**src/hdl/rcc_pkg.sv**
```systemverilog
// Shared types, constants and scaling functions of the RC channel conditioner.
package rcc_pkg;

  localparam int CHANNELS       = 8;
  localparam int AUX_FLAG_COUNT = 16;
  localparam int MAP_ENTRIES    = 5;

  localparam int CFG_ENTRIES = 5;
  localparam int IN_CHANNELS = 8;
  localparam int CHAN_W      = 12;
  localparam int STICK_W     = 10;
  localparam int FLAG_W      = 16;
  localparam int TIME_W      = 32;
  localparam int COUNT_W     = 16;
  localparam int NORM_W      = 7;
  localparam int USED_W      = 3;
  localparam int ADDR_W      = 5;
  localparam int DATA_W      = 32;

  localparam logic [1:0] KIND_NONE = 2'd0;
  localparam logic [1:0] KIND_BIND = 2'd1;
  localparam logic [1:0] KIND_DATA = 2'd2;

  localparam logic [2:0] REG_MAP_ZERO  = 3'd0;
  localparam logic [2:0] REG_MAP_ONE   = 3'd1;
  localparam logic [2:0] REG_MAP_TWO   = 3'd2;
  localparam logic [2:0] REG_MAP_THREE = 3'd3;
  localparam logic [2:0] REG_MAP_FOUR  = 3'd4;
  localparam logic [2:0] REG_USED      = 3'd5;
  localparam logic [2:0] REG_TIMEOUT   = 3'd6;

  localparam logic [TIME_W-1:0] TIMEOUT_RESET = 32'd1000000;
  localparam logic [TIME_W-1:0] RATE_WINDOW   = 32'd1000000;

  typedef struct packed {
    logic [7:0] max_val;
    logic [7:0] min_val;
    logic [7:0] source;
    logic [7:0] target;
  } map_entry_t;

  typedef struct packed {
    map_entry_t [CFG_ENTRIES-1:0] entry;
    logic [USED_W-1:0]            used;
    logic [TIME_W-1:0]            timeout;
  } cfg_t;

  // Offset from 1500, clamped to +-500.
  function automatic logic signed [STICK_W-1:0] stick_scale(input logic [CHAN_W-1:0] raw);
    logic signed [CHAN_W:0] v;
    v = $signed({1'b0, raw}) - 13'sd1500;
    if (v < -13'sd500) v = -13'sd500;
    if (v > 13'sd500) v = 13'sd500;
    return v[STICK_W-1:0];
  endfunction

  // Offset from 1000, clamped to 0..1000.
  function automatic logic [STICK_W-1:0] throttle_scale(input logic [CHAN_W-1:0] raw);
    logic [STICK_W-1:0] v;
    if (raw <= 12'd1000) v = '0;
    else if (raw >= 12'd2000) v = 10'd1000;
    else v = 10'(raw - 12'd1000);
    return v;
  endfunction

  // 0..100 scale; divide by 10 as multiply by 205 and shift by 11 (exact below 1024).
  function automatic logic [NORM_W-1:0] aux_normalize(input logic [CHAN_W-1:0] raw);
    logic [9:0]  x;
    logic [17:0] p;
    logic [NORM_W-1:0] r;
    x = 10'(raw - 12'd1000);
    p = 18'(x) * 18'd205;
    if (raw <= 12'd1000) r = '0;
    else if (raw >= 12'd2000) r = 7'd100;
    else r = p[17:11];
    return r;
  endfunction

endpackage

```
**src/hdl/rc_channel_conditioner_unit.sv**
```systemverilog
// Top level of the RC channel conditioner: input stage, state update and result register.
//
//  channel   handshake                     payload
//  --------  ----------------------------  ----------------------------------------------
//  item      item_valid / item_ready       kind, now_us, chan_* (eight pulse widths)
//  result    result_valid / result_ready   roll/pitch/yaw/throttle_out, aux_flags,
//                                          failsafe_flag, bound_flag, packets_per_second
//  config    psel/penable/pwrite/pready    paddr (4*index), pwdata, prdata
//
// One transaction per cycle sustained while result_ready is held high; an accepted item passes
// through the input register, then the state/result register, before result_valid rises.
// The result register doubles as the conditioner state, so it only moves when the
// previous result has been taken; a stalled result_ready holds one item in the input
// register and then drops item_ready.
// Synchronous active-high reset restores all state: failsafe on, bind mode, counters 0.
module rc_channel_conditioner_unit (
  input  logic                                clk,
  input  logic                                rst,
  // configuration port
  input  logic                                psel,
  input  logic                                penable,
  input  logic                                pwrite,
  input  logic [rcc_pkg::ADDR_W-1:0]          paddr,
  input  logic [rcc_pkg::DATA_W-1:0]          pwdata,
  output logic [rcc_pkg::DATA_W-1:0]          prdata,
  output logic                                pready,
  // item channel
  input  logic                                item_valid,
  output logic                                item_ready,
  input  logic [1:0]                          kind,
  input  logic [rcc_pkg::TIME_W-1:0]          now_us,
  input  logic [rcc_pkg::CHAN_W-1:0]          chan_aileron,
  input  logic [rcc_pkg::CHAN_W-1:0]          chan_elevator,
  input  logic [rcc_pkg::CHAN_W-1:0]          chan_throttle,
  input  logic [rcc_pkg::CHAN_W-1:0]          chan_rudder,
  input  logic [rcc_pkg::CHAN_W-1:0]          chan_aux_one,
  input  logic [rcc_pkg::CHAN_W-1:0]          chan_aux_two,
  input  logic [rcc_pkg::CHAN_W-1:0]          chan_aux_three,
  input  logic [rcc_pkg::CHAN_W-1:0]          chan_aux_four,
  // result channel
  output logic                                result_valid,
  input  logic                                result_ready,
  output logic signed [rcc_pkg::STICK_W-1:0]  roll_out,
  output logic signed [rcc_pkg::STICK_W-1:0]  pitch_out,
  output logic signed [rcc_pkg::STICK_W-1:0]  yaw_out,
  output logic [rcc_pkg::STICK_W-1:0]         throttle_out,
  output logic [rcc_pkg::FLAG_W-1:0]          aux_flags,
  output logic                                failsafe_flag,
  output logic                                bound_flag,
  output logic [rcc_pkg::COUNT_W-1:0]         packets_per_second
);

  rcc_pkg::cfg_t cfg;

  rcc_regs u_regs (
    .clk     (clk),
    .rst     (rst),
    .psel    (psel),
    .penable (penable),
    .pwrite  (pwrite),
    .paddr   (paddr),
    .pwdata  (pwdata),
    .prdata  (prdata),
    .pready  (pready),
    .cfg     (cfg)
  );

  // ---------------------------------------------------------------------------
  // Input register
  // ---------------------------------------------------------------------------
  logic                          s1_valid;
  logic [1:0]                    s1_kind;
  logic [rcc_pkg::TIME_W-1:0]    s1_now;
  logic [rcc_pkg::CHAN_W-1:0]    s1_chan [rcc_pkg::IN_CHANNELS];
  logic                          advance;
  logic                          item_take;

  assign advance    = s1_valid && (!result_valid || result_ready);
  assign item_ready = !s1_valid || advance;
  assign item_take  = item_valid && item_ready;

  always_ff @(posedge clk) begin
    if (rst) begin
      s1_valid <= 1'b0;
    end else if (item_take) begin
      s1_valid <= 1'b1;
    end else if (advance) begin
      s1_valid <= 1'b0;
    end
  end

  always_ff @(posedge clk) begin
    if (item_take) begin
      s1_kind    <= kind;
      s1_now     <= now_us;
      s1_chan[0] <= chan_aileron;
      s1_chan[1] <= chan_elevator;
      s1_chan[2] <= chan_throttle;
      s1_chan[3] <= chan_rudder;
      s1_chan[4] <= chan_aux_one;
      s1_chan[5] <= chan_aux_two;
      s1_chan[6] <= chan_aux_three;
      s1_chan[7] <= chan_aux_four;
    end
  end

  // ---------------------------------------------------------------------------
  // Conditioner state; the output fields are state registers themselves
  // ---------------------------------------------------------------------------
  logic [rcc_pkg::TIME_W-1:0]  last_packet_time;
  logic [rcc_pkg::COUNT_W-1:0] packet_counter;
  logic [rcc_pkg::TIME_W-1:0]  window_start;

  logic signed [rcc_pkg::STICK_W-1:0] roll_next, pitch_next, yaw_next;
  logic [rcc_pkg::STICK_W-1:0]        throttle_next;
  logic [rcc_pkg::FLAG_W-1:0]         aux_mapped, aux_next;
  logic                               failsafe_next, bound_next;
  logic [rcc_pkg::TIME_W-1:0]         last_next, window_next;
  logic [rcc_pkg::COUNT_W-1:0]        counter_next, rate_next;
  logic [rcc_pkg::NORM_W-1:0]         norm [rcc_pkg::IN_CHANNELS];
  logic                               is_data;
  logic [rcc_pkg::TIME_W-1:0]         silence, window_age;

  always_comb begin
    for (int c = 0; c < rcc_pkg::IN_CHANNELS; c++) begin
      norm[c] = rcc_pkg::aux_normalize(s1_chan[c]);
    end
  end

  rcc_aux_map u_aux_map (
    .cfg      (cfg),
    .norm     (norm),
    .aux_cur  (aux_flags),
    .aux_next (aux_mapped)
  );

  assign is_data = (s1_kind == rcc_pkg::KIND_DATA);

  always_comb begin
    // packet handling
    roll_next     = roll_out;
    pitch_next    = pitch_out;
    yaw_next      = yaw_out;
    throttle_next = throttle_out;
    aux_next      = aux_flags;
    failsafe_next = failsafe_flag;
    bound_next    = bound_flag;
    last_next     = last_packet_time;
    counter_next  = packet_counter;
    rate_next     = packets_per_second;
    window_next   = window_start;

    if (s1_kind == rcc_pkg::KIND_BIND) begin
      bound_next = 1'b1;
    end else if (is_data) begin
      bound_next    = 1'b1;
      roll_next     = rcc_pkg::stick_scale(s1_chan[0]);
      pitch_next    = rcc_pkg::stick_scale(s1_chan[1]);
      yaw_next      = rcc_pkg::stick_scale(s1_chan[3]);
      throttle_next = rcc_pkg::throttle_scale(s1_chan[2]);
      aux_next      = aux_mapped;
      counter_next  = packet_counter + 1'b1;
      last_next     = s1_now;
      failsafe_next = 1'b0;
    end

    // failsafe timer, modulo-2^32 elapsed time
    silence = s1_now - last_next;
    if (bound_next && !failsafe_next && (silence >= cfg.timeout)) begin
      failsafe_next = 1'b1;
      roll_next     = '0;
      pitch_next    = '0;
      yaw_next      = '0;
      throttle_next = '0;
    end

    // one-second rate window, closes when strictly exceeded
    window_age = s1_now - window_start;
    if (window_age > rcc_pkg::RATE_WINDOW) begin
      rate_next    = counter_next;
      counter_next = '0;
      window_next  = s1_now;
    end
  end

  always_ff @(posedge clk) begin
    if (rst) begin
      result_valid       <= 1'b0;
      roll_out           <= '0;
      pitch_out          <= '0;
      yaw_out            <= '0;
      throttle_out       <= '0;
      aux_flags          <= '0;
      failsafe_flag      <= 1'b1;
      bound_flag         <= 1'b0;
      packets_per_second <= '0;
      last_packet_time   <= '0;
      packet_counter     <= '0;
      window_start       <= '0;
    end else if (advance) begin
      result_valid       <= 1'b1;
      roll_out           <= roll_next;
      pitch_out          <= pitch_next;
      yaw_out            <= yaw_next;
      throttle_out       <= throttle_next;
      aux_flags          <= aux_next;
      failsafe_flag      <= failsafe_next;
      bound_flag         <= bound_next;
      packets_per_second <= rate_next;
      last_packet_time   <= last_next;
      packet_counter     <= counter_next;
      window_start       <= window_next;
    end else if (result_ready) begin
      result_valid <= 1'b0;
    end
  end

endmodule

```
**src/hdl/rcc_regs.sv**
```systemverilog
// Configuration register file behind the APB-style port.
module rcc_regs (
  input  logic                       clk,
  input  logic                       rst,
  input  logic                       psel,
  input  logic                       penable,
  input  logic                       pwrite,
  input  logic [rcc_pkg::ADDR_W-1:0] paddr,
  input  logic [rcc_pkg::DATA_W-1:0] pwdata,
  output logic [rcc_pkg::DATA_W-1:0] prdata,
  output logic                       pready,
  output rcc_pkg::cfg_t              cfg
);

  logic [2:0] index;
  logic       wr_en;

  assign index  = paddr[4:2];
  assign pready = 1'b1;
  assign wr_en  = psel && penable && pwrite;

  always_ff @(posedge clk) begin
    if (rst) begin
      cfg.entry   <= '0;
      cfg.used    <= '0;
      cfg.timeout <= rcc_pkg::TIMEOUT_RESET;
    end else if (wr_en) begin
      case (index)
        rcc_pkg::REG_MAP_ZERO:  cfg.entry[0] <= pwdata;
        rcc_pkg::REG_MAP_ONE:   cfg.entry[1] <= pwdata;
        rcc_pkg::REG_MAP_TWO:   cfg.entry[2] <= pwdata;
        rcc_pkg::REG_MAP_THREE: cfg.entry[3] <= pwdata;
        rcc_pkg::REG_MAP_FOUR:  cfg.entry[4] <= pwdata;
        rcc_pkg::REG_USED:      cfg.used     <= pwdata[rcc_pkg::USED_W-1:0];
        rcc_pkg::REG_TIMEOUT:   cfg.timeout  <= pwdata;
        default: ;
      endcase
    end
  end

  always_comb begin
    case (index)
      rcc_pkg::REG_MAP_ZERO:  prdata = cfg.entry[0];
      rcc_pkg::REG_MAP_ONE:   prdata = cfg.entry[1];
      rcc_pkg::REG_MAP_TWO:   prdata = cfg.entry[2];
      rcc_pkg::REG_MAP_THREE: prdata = cfg.entry[3];
      rcc_pkg::REG_MAP_FOUR:  prdata = cfg.entry[4];
      rcc_pkg::REG_USED:      prdata = 32'(cfg.used);
      rcc_pkg::REG_TIMEOUT:   prdata = cfg.timeout;
      default:                prdata = '0;
    endcase
  end

endmodule

```
**src/hdl/rcc_aux_map.sv**
```systemverilog
// Aux flag mapping: walks the configured map entries, later entries win.
module rcc_aux_map (
  input  rcc_pkg::cfg_t                     cfg,
  input  logic [rcc_pkg::NORM_W-1:0]        norm [rcc_pkg::IN_CHANNELS],
  input  logic [rcc_pkg::FLAG_W-1:0]        aux_cur,
  output logic [rcc_pkg::FLAG_W-1:0]        aux_next
);

  logic [rcc_pkg::USED_W-1:0] used_sat;

  assign used_sat = (cfg.used > rcc_pkg::USED_W'(rcc_pkg::MAP_ENTRIES))
                  ? rcc_pkg::USED_W'(rcc_pkg::MAP_ENTRIES) : cfg.used;

  always_comb begin
    rcc_pkg::map_entry_t e;
    logic [rcc_pkg::NORM_W-1:0] val;
    aux_next = aux_cur;
    for (int i = 0; i < rcc_pkg::CFG_ENTRIES; i++) begin
      e   = cfg.entry[i];
      val = norm[e.source[2:0]];
      if ((i < rcc_pkg::MAP_ENTRIES) && (rcc_pkg::USED_W'(i) < used_sat)
          && (int'(e.source) < rcc_pkg::CHANNELS)
          && (int'(e.source) < rcc_pkg::IN_CHANNELS)
          && (int'(e.target) < rcc_pkg::AUX_FLAG_COUNT)
          && (int'(e.target) < rcc_pkg::FLAG_W)) begin
        aux_next[e.target[3:0]] = ({1'b0, val} >= e.min_val) && ({1'b0, val} <= e.max_val);
      end
    end
  end

endmodule
```
**config.mk**
```make
export PLATFORM = sky130hd
export DESIGN_NAME = rc_channel_conditioner_unit
export DESIGN_NICKNAME = d
export VERILOG_FILES = /design/src/hdl/rcc_pkg.sv /design/src/hdl/rc_channel_conditioner_unit.sv /design/src/hdl/rcc_regs.sv /design/src/hdl/rcc_aux_map.sv
export SDC_FILE = /design/constraint.sdc
export NUM_CORES = 2
export LEC_CHECK = 0
export ABC_AREA = 1
export BUFFER_PORTS_ARGS = -buffer_cell sky130_fd_sc_hd__clkbuf_2
export CAP_MARGIN = 20
export CORE_MARGIN = 2
export CORE_UTILIZATION = 45
export DETAILED_ROUTE_END_ITERATION = 8
export PLACE_DENSITY = 0.72
export RECOVER_POWER = 25
export SLEW_MARGIN = 20
export SYNTH_ARGS = -nofsm -noshare
export SYNTH_HDL_FRONTEND = slang
export SYNTH_SLANG_ARGS = --single-unit
```
**constraint.sdc**
```tcl
create_clock -name clk -period 8.1 [get_ports clk]
set_clock_uncertainty 0.15 [all_clocks]
set_input_delay 0.405 -clock clk [delete_from_list [all_inputs] [get_ports clk]]
set_output_delay 0.405 -clock clk [all_outputs]
set_load 0.01 [all_outputs]
```
==> results by group <==
Yosys
  • Post-Syn Instances: approximately 6200
  • Post-Synth Adder-Cell Area: between 20 and 25%
  • Post-synthesis mux area share: less than 1%
  • EDFF count, synth: 130
  • Synth Area in Compound Gates: 16.0%
  • Seq/Total Area, Yosys: 24.7%
  • Seq cells post-synth: just under 500
  • Largest family of logic cells by synthesized area: simple AND/OR/NAND/NOR gates
  • Post-Synth XOR/XNOR Area: slightly above 3%
  • Synth cell types: 50
  • Async S/R FF share, synth: 0%
  • Synth Net Count: between 7000 and 8000
  • Post-Synth Simple-Gate Area: a little under a quarter
  • Top-area cell type share of the netlist area: 16.5%
  • Area leader, netlist: ha_1
  • Synth Warn #: 0
  • Post-Syn Area per Cell: 7.10 um2
  • Post-Syn Area: between 0.04 and 0.05 mm2
  • Ranking of synthesized cells by area: ha_1 16%, dfxtp_1 16%, nand2_1 9.7%
  • Synth Flop Type: dfxtp_1

Clock tree
  • CTS max path bufs: 3
  • # clock sinks: 481
  • Clock transition at path regs: 0.06 ns
  • Root buf cell: clkbuf_16
  • H-tree lvl count: 2
  • Worst-skew pair later-pin latency: between 0.6 and 0.7 ns
  • TritonCTS clock tree: yes
  • CTS Buf Count: 55

Timing
  • Max frequency: about 0.13 GHz
  • Worst Hold Slack: between 0.07 and 0.08 ns
  • Worst-Margin Slew: 3.65 ns
  • Final worst slack: 0.587 ns
  • Final Hold Vio Count: 0
  • Period minus WS final: 7.51 ns
  • RSZ-0062 raised after global routing: no
  • Final cycle utilization of the critical path: 92.8%
  • Final Slew Violations: 112
  • Final setup TNS: 0 ns
  • Final setup viols: 0
  • Slew headroom: -143%

Global routing
  • GRT Total Usage: ~28%
  • First-pass GRT wire length: 222000 um
  • GRT overflow: 0
  • Largest net degree at the start of global routing: ~150
  • Vias in the first global route: 40900
  • Initial antenna violation count: 5

Worst setup path
  • Largest stage delay, worst path: 0.53 ns
  • Crit path arrival time: ~7.9 ns
  • Crit Path Class: reg2reg
  • CP Launch Type: flop
  • CP Data Required Time: 8.50 ns
  • Most frequent CP cell: nand2_1
  • Critical path peak fanout: 16
  • Critical Path End Type: flop
  • Crit-path slowest cell: fa_1

Floorplan
  • Starting density of the core: 45.5%
  • Number of cell rows: 114
  • CORE AREA: 0.0970 mm2
  • # IOs: 283
  • Die Area: 0.101 mm2
  • Die Height: approximately 320 um
  • Die X: 317 um

Finish
  • NumNets Final: 7449
  • Area Growth Syn to Fin: 13.9%
  • Register area: 0.0109 mm2
  • Fill cells: 9557
  • Multi-input logic area: 0.0284 mm2
  • Fraction of layout cells with a size suffix above 1: 6.38%
  • Post-layout util: 51.9%

Routing
  • WL met1: between 60000 and 70000 um
  • Post-DRT Antenna Nets: 0
  • Vias after detailed routing: roughly 43000
  • Metal3 WL: ~12000 um
  • 1st-iter DRT viols: 4338
  • Vias per Instance: 5.49
  • DRT Pass-1 Iters: 8
  • Drt drc: 1
  • Met2 WL post-DR: 63900 um
  • Final wirelength: 142000 um
  • WL per Instance: 18.0 um
  • Highest routing layer actually used: met4

Power
  • Cell leakage power: approximately 24 nW
  • Worst IR Drop VDD: ~180 uV
  • P per Cell Area: around 250 mW/mm2

Place
  • Gpl congestion: 0.988
  • PortBufs: 279
  • Setup slack at placement: 0.542 ns
  • Detailed placement HPWL: 108000 um

Status
  • Failing checks: design-rule violations, max-capacitance violations, max-slew violations
  • Status: finished with violations

Job
  • Maxcap violations: 3

Hold path
  • Hold Path Class: in2reg
==> repair_timing <==
item	CTS	global route
gates resized for setup	0	7
buffers inserted	0	1
setup endpoints to repair	0	16
endpoints found under the hold margin	289	0
hold buffers	163	0
==> power breakdown <==
group,switching [mW],total [mW],internal (mW)
registers,0.0826,2.65,2.56
logic,4.51,7.05,2.54
clock network,1.15,2.83,1.68
==> through the flow <==
step           cells  total power, mW  instance area, um2
6_report        7891             12.5               50300
5_1_grt         7891             13.7               50300
4_1_cts         7885             12.5               50400
3_5_place_dp    7618             9.53               46700
3_3_place_gp    7618             9.39               46700
2_1_floorplan   6221             7.74               44200
==> layout make-up <==
class | instances | area share, %
Multi-Input combinational cell | 4466 | 56.5
Sequential cell | 481 | 21.7
Inverter | 1073 | 8.04
Timing Repair Buffer | 486 | 6.52
Tap cell | 1276 | 3.17
Clock buffer | 73 | 3.16
Clock inverter | 31 | 0.858
Antenna cell | 5 | 0.0249
==> routing by layer <==
layer / GRT usage [%] / vias to the layer above
met5: 0 / -
met4: 10.1 / 0
met3: 4.77 / 303
met2: 45.0 / 1675
met1: 36.9 / 20000
li1: - / 21300
==> worst max-delay path: cells and delay by family (launching register included) <==
family,cells,cell delay (ns)
adders and majority gates,7,2.79
buffers and inverters,10,0.98
AOI/OAI and AO/OA,6,0.90
and+or+nand+nor,18,2.07
DFF,1,0.49
==> layout by cell type (no fill, tap or decap), drive strengths merged, types with 11 or more instances in the layout <==
cell         Yosys  final
clkinv           9     22
o21bai          38     38
nand4          128    128
nor4            11     11
o221ai          24     24
nand3b          11     11
o22ai           24     24
ha             582    582
a211oi          48     48
a21o            20     20
a21oi          528    528
o21ai          405    405
xnor2           61     61
clkbuf         166    354
inv           1064   1070
nand2         1143   1143
nand3          481    481
a31oi           35     35
dfxtp          351    351
dlygate4sd3      0    163
nor3            38     38
nor2           515    515
or2             11     11
edfxtp         130    130
fa             130    130
buf             35     42
a221oi          33     33
o211ai          54     54
xor2            96     96
==> registers in the layout (all words and copies together), names as in the netlist, 16 cells and up <==
signal,cells
aux_flags,16
last_packet_time,32
packet_counter,16
packets_per_second,16
s1_chan,96
s1_now,32
u_regs.cfg,195
window_start,32
==> final timing paths <==
| check | startpoint | end | slack, ns | cells past startpoint |
|---|---|---|---|---|
| worst max-delay path | s1_chan[0][15] | aux_flags[9] | 0.59 | 41 |
| worst min-delay path | pwdata[30] | u_regs.cfg[97] | 0.07 | 3 |
| worst max register to register | s1_chan[0][15] | aux_flags[9] | 0.59 | 41 |
| worst min register to register | roll_out[6] | roll_out[6] | 0.31 | 2 |
==> synthesized netlist by cell type, drive strengths merged (48+ instances only) <==
master,number
nor2,515
nand2,1143
a21oi,528
nand4,128
ha,582
nand3,481
xnor2,61
dfxtp,351
clkbuf,166
xor2,96
o211ai,54
inv,1064
edfxtp,130
fa,130
a211oi,48
o21ai,405
==> kinds of logic (layout without fill, tap and decap cells) <==
logic type / Yosys count / after routing
other: 1 / 6
and+or+nand+nor: 2343 / 2343
xor gates and xnor gates: 157 / 157
DFF: 481 / 481
adders and majority gates: 712 / 712
muxes: 1 / 1
buffers and inverters: 1274 / 1663
AOI/OAI and AO/OA: 1252 / 1252
No activity file was read; power rests on OpenSTA's default activity.
